### src/hdl/huffman_code_table_builder_encoder_unit_assert.svh
// ----------------------------------------------------------------------------
// Assertion macros for the Huffman code table builder / encoder
// Shared property wrappers, clocked and disabled while in reset.
// ----------------------------------------------------------------------------
`ifndef HUFFMAN_CODE_TABLE_BUILDER_ENCODER_UNIT_ASSERT_SVH
`define HUFFMAN_CODE_TABLE_BUILDER_ENCODER_UNIT_ASSERT_SVH

// same-cycle implication
`define HCTB_ASSERT_IMP(name, clk, rst_n, ante, cons, msg) \
    name: assert property (@(posedge clk) disable iff (!(rst_n)) (ante) |-> (cons)) \
        else $error(msg);

// next-cycle implication
`define HCTB_ASSERT_NXT(name, clk, rst_n, ante, cons, msg) \
    name: assert property (@(posedge clk) disable iff (!(rst_n)) (ante) |=> (cons)) \
        else $error(msg);

`endif

### src/hdl/hctb_pkg.sv
// ----------------------------------------------------------------------------
// hctb_pkg
// Shared types and constants of the Huffman code table builder / encoder.
// ----------------------------------------------------------------------------
package hctb_pkg;

    localparam int MAX_CODE_LEN = 32;
    localparam int PATH_LIMIT   = (MAX_CODE_LEN < 32) ? MAX_CODE_LEN : 32;

    localparam int SYM_W   = 8;
    localparam int CODE_W  = 32;
    localparam int LEN_W   = 6;
    localparam int USER_IN_W  = 4;
    localparam int DATA_OUT_W = 40;   // 32 + 6 + 1 rounded up to bytes

    localparam logic [LEN_W-1:0] PATH_LIMIT_L = LEN_W'(PATH_LIMIT);

    localparam logic ARC_LEFT  = 1'b0;
    localparam logic ARC_RIGHT = 1'b1;

    typedef enum logic [1:0] {
        CMD_START  = 2'd0,
        CMD_NODE   = 2'd1,
        CMD_ENCODE = 2'd2,
        CMD_EOF    = 2'd3
    } cmd_t;

    // controller -> datapath
    typedef struct packed {
        logic start;      // reset path to a single left branch
        logic node;       // apply a tree node
        logic lookup;     // fetch code of byte or end-of-file symbol
        logic load_out;   // move fetched code into output register
    } ctl_cmd_t;

    // datapath -> controller
    typedef struct packed {
        logic out_free;   // output register empty or draining this cycle
    } dp_status_t;

endpackage

### src/hdl/hctb_ctrl.sv
// ----------------------------------------------------------------------------
// hctb_ctrl
// Sequencer: accepts a transaction, issues datapath commands, waits for the
// output register on lookups.
// ----------------------------------------------------------------------------
`include "huffman_code_table_builder_encoder_unit_assert.svh"

module hctb_ctrl (
    input  logic                  aclk,
    input  logic                  aresetn,
    input  logic                  s_tvalid,
    output logic                  s_tready,
    input  logic [1:0]            cmd,
    input  hctb_pkg::dp_status_t  status,
    output hctb_pkg::ctl_cmd_t    ctl
);
    import hctb_pkg::*;

    typedef enum logic [1:0] {
        ST_IDLE = 2'b01,
        ST_LOAD = 2'b10
    } state_t;

    state_t state_reg, state_next;
    logic   accept;

    assign s_tready = (state_reg == ST_IDLE);
    assign accept   = s_tvalid && s_tready;

    always_comb begin
        state_next   = state_reg;
        ctl.start    = 1'b0;
        ctl.node     = 1'b0;
        ctl.lookup   = 1'b0;
        ctl.load_out = 1'b0;
        case (state_reg)
            ST_IDLE: begin
                if (accept) begin
                    case (cmd_t'(cmd))
                        CMD_START:  ctl.start = 1'b1;
                        CMD_NODE:   ctl.node  = 1'b1;
                        CMD_ENCODE, CMD_EOF: begin
                            ctl.lookup = 1'b1;
                            state_next = ST_LOAD;
                        end
                        default: ;
                    endcase
                end
            end
            ST_LOAD: begin
                if (status.out_free) begin
                    ctl.load_out = 1'b1;
                    state_next   = ST_IDLE;
                end
            end
            default: state_next = ST_IDLE;
        endcase
    end

    always_ff @(posedge aclk) begin
        if (!aresetn) begin
            state_reg <= ST_IDLE;
        end else begin
            state_reg <= state_next;
        end
    end

    `HCTB_ASSERT_NXT(a_lookup_waits, aclk, aresetn, ctl.lookup, state_reg == ST_LOAD, "lookup did not enter load")
    `HCTB_ASSERT_NXT(a_load_holds, aclk, aresetn, (state_reg == ST_LOAD) && !status.out_free, state_reg == ST_LOAD, "load dropped while output busy")

endmodule

### config.mk
export PLATFORM = sky130hd
export DESIGN_NAME = hctb_ctrl
export DESIGN_NICKNAME = d
export VERILOG_FILES = /design/src/hdl/hctb_pkg.sv /design/src/hdl/hctb_ctrl.sv
export VERILOG_INCLUDE_DIRS = /design/src /design/src/hdl
export SDC_FILE = /design/constraint.sdc
export NUM_CORES = 1
export LEC_CHECK = 0
export ABC_AREA = 1
export BUFFER_PORTS_ARGS = -buffer_cell sky130_fd_sc_hd__clkbuf_2
export CAP_MARGIN = 20
export CORE_AREA = 3 3 40 42
export CTS_BUF_LIST = sky130_fd_sc_hd__clkbuf_8
export DETAILED_ROUTE_END_ITERATION = 7
export DIE_AREA = 0 0 43 45
export GPL_TIMING_DRIVEN = 0
export MAX_ROUTING_LAYER = met4
export PLACE_DENSITY = 0.4
export SYNTH_ARGS = -nofsm -noshare
export SYNTH_HDL_FRONTEND = slang
export SYNTH_SLANG_ARGS = --single-unit
### constraint.sdc
create_clock -name aclk -period 0.9 [get_ports aclk]
set_clock_uncertainty 0.1 [all_clocks]
set_input_delay 0.225 -clock aclk [delete_from_list [all_inputs] [get_ports aclk]]
set_output_delay 0.225 -clock aclk [all_outputs]
set_load 0.03 [all_outputs]
## Word level (Yosys, flattened, before mapping)

Cells that the tools add are included.

- Flip-flop bits (word level): 2
- Input port bits: 6
- Word-level logic and storage cells: 24

- Equality and inequality tests: 8
- Muxes and demuxes: 11
- Reductions and logical operators: 4

Operator list:

| cell | number |
|---|---|
| $eq 2x2->1 const B | 3 |
| $mux 2 | 3 |
| $mux 3 | 2 |
| $mux 1 | 5 |
| $eq 2x1->1 const B | 2 |
| $ne 2x1->1 const B | 2 |
| $pmux 2 s2 | 1 |
| $reduce_and 3->1 | 1 |
| $logic_not 2->1 | 1 |
| $ne 2x2->1 const B | 1 |
| $reduce_or 2->1 | 1 |
| $logic_and 1x1->1 | 1 |

## Longest topological paths before layout

Gate-level depths: netlist (run 1).

- Depth in word-level cells: 5
- Mapped depth: 4

## Worst setup path before layout (run 1)

Ideal clock, no wire load.

- Kind: register to output
- From: register state_reg[0]
- To: output ctl[2] (netlist name)
- Arrival: 1.201 ns
- Data required time: 0.575 ns
- Setup slack: -0.626 ns
- Stages on the path, launching flop included: 5
- Buffers on the path: 0
- Cell sequence: dfxtp_1 -> inv_2 -> nor2_2 -> nand2_2 -> nor2_1

RTL lines:

| what | line | text |
|---|---|---|
| from (decl) | hctb_ctrl.sv:24 | `state_t state_reg, state_next;` |
| from (signal assigned) | hctb_ctrl.sv:64 | `state_reg <= state_next;` |
| to (decl) | hctb_ctrl.sv:15 | `output hctb_pkg::ctl_cmd_t ctl` |

==> results of run 1 <==
## power groups by stage
stage	Clock, uW	Combinational [uW]	Sequential (uW)
2_1_floorplan	0	49.9	98.8
6_report	343	114	97.1
5_1_grt	366	123	97.2
3_3_place_gp	0	78.1	99.2
3_5_place_dp	0	78.2	99.5
4_1_cts	356	108	98.9
## critical path, stage by stage (launching register included)
cell and delay [ns]:
dfxtp_2 0.34, inv_2 0.05, nor2_4 0.08, nand2_2 0.08, nor3_4 0.11, clkbuf_8 0.18
## per-stage QoR
step,power [uW],setup WS (ns),hold WS [ns],cells,setup TNS [ns]
final,554,-0.472,0.0927,51,-2.17
after global routing,586,-0.529,0.120,51,-2.45
after CTS,562,-0.483,0.0910,50,-2.21
after floorplan,149,-0.398,0.194,19,-1.21
after global placement,177,-0.300,0.305,44,-1.20
after detailed placement,178,-0.305,0.305,44,-1.23
## worst paths after layout
| kind | startpoint | end | slack (ns) | cells past startpoint |
|---|---|---|---|---|
| min | aresetn | state_reg[0] | 0.09 | 2 |
| max | state_reg[0] | ctl[3] | -0.47 | 5 |
| max reg2reg | state_reg[1] | state_reg[0] | -0.10 | 5 |
| min reg2reg | state_reg[1] | state_reg[1] | 0.48 | 2 |
## kinds of logic (layout without fill, tap and decap cells)
kind of cell | count (synthesis) | after routing | share of synthesized area [%]
AO/OA/AOI/OAI | 1 | 1 | 4.12
AND/OR/NAND/NOR | 10 | 10 | 44.3
buffers and inverters | 6 | 23 | 18.6
flip-flops | 2 | 2 | 33.0
## cell usage after synthesis
| library cell | count |
|---|---|
| nand2_2 | 1 |
| inv_2 | 1 |
| dfxtp_1 | 2 |
| nor2_2 | 1 |
| nand3_1 | 1 |
| nor3_2 | 1 |
| a21oi_1 | 1 |
| nor2_1 | 1 |
| nor3_1 | 1 |
| nand4_1 | 1 |
| inv_1 | 5 |
| nand2_1 | 3 |
## final cells by class
type / count / area [um^2] / area share, %
repair buffers: 14 / 126 / 37.4
multi-input cells: 11 / 83.8 / 24.8
flip-flops and latches: 2 / 45.0 / 13.3
clock buffers: 3 / 41.3 / 12.2
inverters: 6 / 22.5 / 6.67
well taps: 15 / 18.8 / 5.56
## per-layer routing
layer  GRT usage (%)  vias to the layer above  wire length [um]
met5               -                        -                 0
met1            3.60                       79               112
met2            7.78                        7               199
li1                -                       94                 -
met3            3.98                        4                43
met4            7.23                        0                18
## what timing repair did
item / in CTS / in global routing
cloned: 0 / 0
pin swaps: 2 / 1
endpoints found under the setup margin: 7 / 7
buffers inserted: 3 / 1
gates resized for setup: 13 / 4
==> summary.md, run 1 <==
| Metric | Value |
|---|---|
| Run status | `complete, but fails checks` |
| Failing checks | `negative setup slack` |
| Leak | `0.000170 uW` |
| Maximum clock insertion buffer count | `2` |
| Number of max-cap violations | `0` |
| Syn nets | `25` |
| Detail Route Antenna Nets | `0` |
| RSZ-0062 raised after global routing | `yes` |
| Worst Path Required | `0.57 ns` |
| Fmax | `729 MHz` |
| DRC viols | `0` |
| Sw Ratio | `22.3%` |
| Post-Synthesis Cell Area | `121 um^2` |
| Core region area | `1280 um^2` |
| Util after Layout | `26.3%` |
| Hpwl dp | `302 um` |
| Yosys top cell by area | `dfxtp_1` |
| Vias in the first global route | `178` |
| PD cells | `1640 nW/um^2` |
| Endpoints failing hold | `0` |
| # setup viols final | `7` |
| CP arrival | `1.05 ns` |
| H-Tree Depth | `1` |
| Yosys warns | `0` |
| DR iter-0 viols | `1` |
| Combinational cell fraction of total power | `20.6%` |
| Drt total wl | `374 um` |
| Yosys cell types | `12` |
| Fin crit share | `152%` |
| Commonest non-fill, non-tap cell in the layout | `clkbuf_8` |
| Crit path kind | `reg -> out` |
| Largest net degree at the start of global routing | `4` |
| Least-Margin Pin Slew | `0.141 ns` |
| Clock slew at reported path FFs | `0.03 ns` |
| Ports | `11` |
| Cts bufs inserted | `3` |
| Synth-to-Final Area Change | `178%` |
| CP endpoint kind | `output port` |
| Clock root cell | `clkbuf_8` |
| Max reg flops | `2` |
| Area share of the largest cell type after synthesis | `33.0%` |
| GP Congestion | `0.601` |
| Global-route wire length before repair | `648 um` |
| Area after DPL | `210 um^2` |
| Commonest cells after routing, fill and taps aside | `6 x clkbuf_8, 5 x clkbuf_2, 4 x buf_4` |
| Row cnt | `13` |
| Skew-Pair Late Insertion Delay | `0.21 ns` |
| IO buf count | `10` |
| Setup ws final | `-0.472 ns` |
| Final #Nets | `44` |
| Part of the power in the clock network | `61.9%` |
| Avg Cell Area, Syn | `6.39 um^2` |
| Yosys reg bits | `2` |
| N_diodes | `0` |
| Total global-route track usage | `5.39%` |
| Sequential area share after synthesis | `33.0%` |
| Die width | `43 um` |
| CP startpoint kind | `flop` |
| Hold_buf cts | `0` |
| Synthesized instance count | `19` |
| Initial core utilization | `9.44%` |
| Die height | `45 um` |
| Synth area leaders | `dfxtp_1 33%, inv_1 15%, nand2_1 9.3%, nor3_2 8.2%, nand2_2 5.2%` |
| Worst hold path class | `in -> reg` |
| Pre-Repair DR Iteration Count | `2` |
| Seq pwr share | `17.5%` |
| Minimum clock period | `1.37 ns` |
| Relative slew slack | `90.6%` |
| Grt total ovfl | `0` |
| Int Pwr | `431 uW` |
| Fin. max-slew vios | `0` |
| Net Switching | `123 uW` |
| Initial antenna violation count | `0` |
| CTS tree | `built` |
| Via/cell ratio | `3.61` |
| Total Die Area | `1940 um^2` |
| Max Fanout on Critical Path | `3` |
| Clock Sinks | `2` |
| Layout cells sized above 1 | `80.6%` |
| DR WL/cell | `7.33 um` |
| Total vias in the final route | `184` |
| # fillers | `155` |
| Final instance area | `338 um^2` |
| Worst VDD drop | `0.736 mV` |
No activity file was read; power rests on OpenSTA's default activity.
==> inputs of run 2 (changes only) <==
==> constraint.sdc (replaced) <==
create_clock -name aclk -period 0.9 [get_ports aclk]
set_clock_uncertainty 0.1 [all_clocks]
set_input_delay 0.045 -clock aclk [delete_from_list [all_inputs] [get_ports aclk]]
set_output_delay 0.045 -clock aclk [all_outputs]
set_load 0.03 [all_outputs]
==> run 2 against run 1 <==
Effect of this change:
- the run still ends with negative setup slack left
- via count grew 2.2%
- largest power group unchanged
- wire length is 10% higher
- largest cell class unchanged
- final cell count rose by 5.9%
- global-route usage grew 0.26 points
- register-to-register slack barely moved
- combinational power is 11% higher
- highest routed layer unchanged
==> summary.md, run 2 (synthesized netlist as in run 1, its figures left out) <==
| Metric | Value |
|---|---|
| Hpwl dp | `281 um` |
| Non-filler instance count after layout | `54` |
| Initial antenna violation count | `0` |
| Number of max-cap violations | `0` |
| Commonest cells after routing, fill and taps aside | `5 x clkbuf_8, 5 x clkbuf_2, 5 x buf_4` |
| Endpoints failing hold | `0` |
| Total Die Area | `1940 um^2` |
| Total vias in the final route | `188` |
| Clock root cell | `clkbuf_8` |
| Clock slew at reported path FFs | `0.03 ns` |
| N_diodes | `0` |
| Row cnt | `13` |
| # fillers | `144` |
| Int Pwr | `441 uW` |
| Worst hold path class | `in -> reg` |
| DR iter-0 viols | `0` |
| Initial core utilization | `9.44%` |
| Maximum clock insertion buffer count | `2` |
| Combinational cell fraction of total power | `22.0%` |
| Die width | `43 um` |
| Design Power | `581 uW` |
| Fmax | `839 MHz` |
| Skew-Pair Late Insertion Delay | `0.21 ns` |
| Final hold slack | `0.0991 ns` |
| Total global-route track usage | `5.65%` |
| Core region area | `1280 um^2` |
| RSZ-0062 raised after global routing | `yes` |
| Fin. max-slew vios | `0` |
| Seq pwr share | `16.5%` |
| Failing checks | `negative setup slack` |
| Worst r2r src | `state_reg[0]` |
| Leak | `0.000194 uW` |
| Relative slew slack | `89.8%` |
| GP Congestion | `0.649` |
| CTS tree | `built` |
| Max reg flops | `2` |
| Part of the power in the clock network | `61.5%` |
| CP arrival | `1.05 ns` |
| Via/cell ratio | `3.48` |
| Sw Ratio | `24.0%` |
| Drt total wl | `413 um` |
| DR WL/cell | `7.65 um` |
| Layout cells sized above 1 | `71.8%` |
| Pre-Repair DR Iteration Count | `1` |
| Fin crit share | `133%` |
| Setup ws final | `-0.293 ns` |
| Worst Setup SP | `state_reg[0]` |
| Minimum clock period | `1.19 ns` |
| Global-route wire length before repair | `655 um` |
| Clock Sinks | `2` |
| Cts bufs inserted | `3` |
| PD cells | `1580 nW/um^2` |
| Worst VDD drop | `0.477 mV` |
| Ports | `11` |
| CP startpoint kind | `flop` |
| Net Switching | `139 uW` |
| H-Tree Depth | `1` |
| Setup WS pre-CTS | `-0.120 ns` |
| # setup viols final | `7` |
| CP endpoint kind | `output port` |
| Grt total ovfl | `0` |
| Detail Route Antenna Nets | `0` |
| Placed cells | `44` |
| Final #Nets | `47` |
| Crit path kind | `reg -> out` |
| Largest net degree at the start of global routing | `4` |
| Vias in the first global route | `183` |
| IO buf count | `10` |
| Worst Min Path Start | `status` |
| DRC viols | `0` |
| Worst Path Required | `0.75 ns` |
| R2R setup slack | `-0.09 ns` |
| Max Fanout on Critical Path | `2` |
| Die height | `45 um` |
| Synth-to-Final Area Change | `203%` |
| Least-Margin Pin Slew | `0.153 ns` |
| Run status | `complete, but fails checks` |
## run 2: power groups by stage
stage          Combinational (uW)  Sequential, uW  Clock (uW)
2_1_floorplan                49.3            98.8           0
3_5_place_dp                 77.5            99.2           0
3_3_place_gp                 77.8            99.4           0
6_report                      127            96.0         357
4_1_cts                       108            98.4         369
5_1_grt                       137            96.4         387
## run 2: worst paths after layout
path,end,cells past startpoint
setup / recovery,ctl[0],4
hold / removal,state_reg[1],4
setup reg to reg,state_reg[0],5
hold reg to reg,state_reg[1],2
## run 2: per-stage QoR
| step | instance area (um^2) | TNS, ns | utilization, % |
|---|---|---|---|
| after floorplan | 141 | -0.555 | - |
| after global placement | 210 | -0.366 | 16.4 |
| after detailed placement | 210 | -0.343 | 16.4 |
| after CTS | 329 | -1.26 | 25.6 |
| after global routing | 368 | -1.79 | 28.6 |
| final | 368 | -1.33 | 28.6 |
## run 2: worst max-delay path, cell delays in order, from the launching register on
cell and delay [ns]:
dfxtp_2 0.31, buf_4 0.13, buf_4 0.13, nor3_4 0.10, clkbuf_8 0.17
## run 2: what timing repair did
item	CTS	global route
gates resized for setup	12	6
pin swaps	3	2
endpoints found under the hold margin	2	0
hold buffers	1	0
setup endpoints to repair	6	7
setup buffers	3	3
## run 2: cell type report
class | count | area [um^2] | share of cell area, %
Clock buffer | 3 | 41.3 | 11.2
Inverter | 6 | 22.5 | 6.12
Multi-Input combinational cell | 11 | 83.8 | 22.8
Sequential cell | 2 | 45.0 | 12.2
Tap cell | 15 | 18.8 | 5.10
Timing Repair Buffer | 17 | 156 | 42.5
## run 2: metal layers
layer	GRT usage, %	vias up	part of all wire, %
li1	-	100	-
met5	-	-	0
met1	4.80	74	31
met3	3.98	2	15
met4	9.04	0	3.9
met2	6.29	12	49
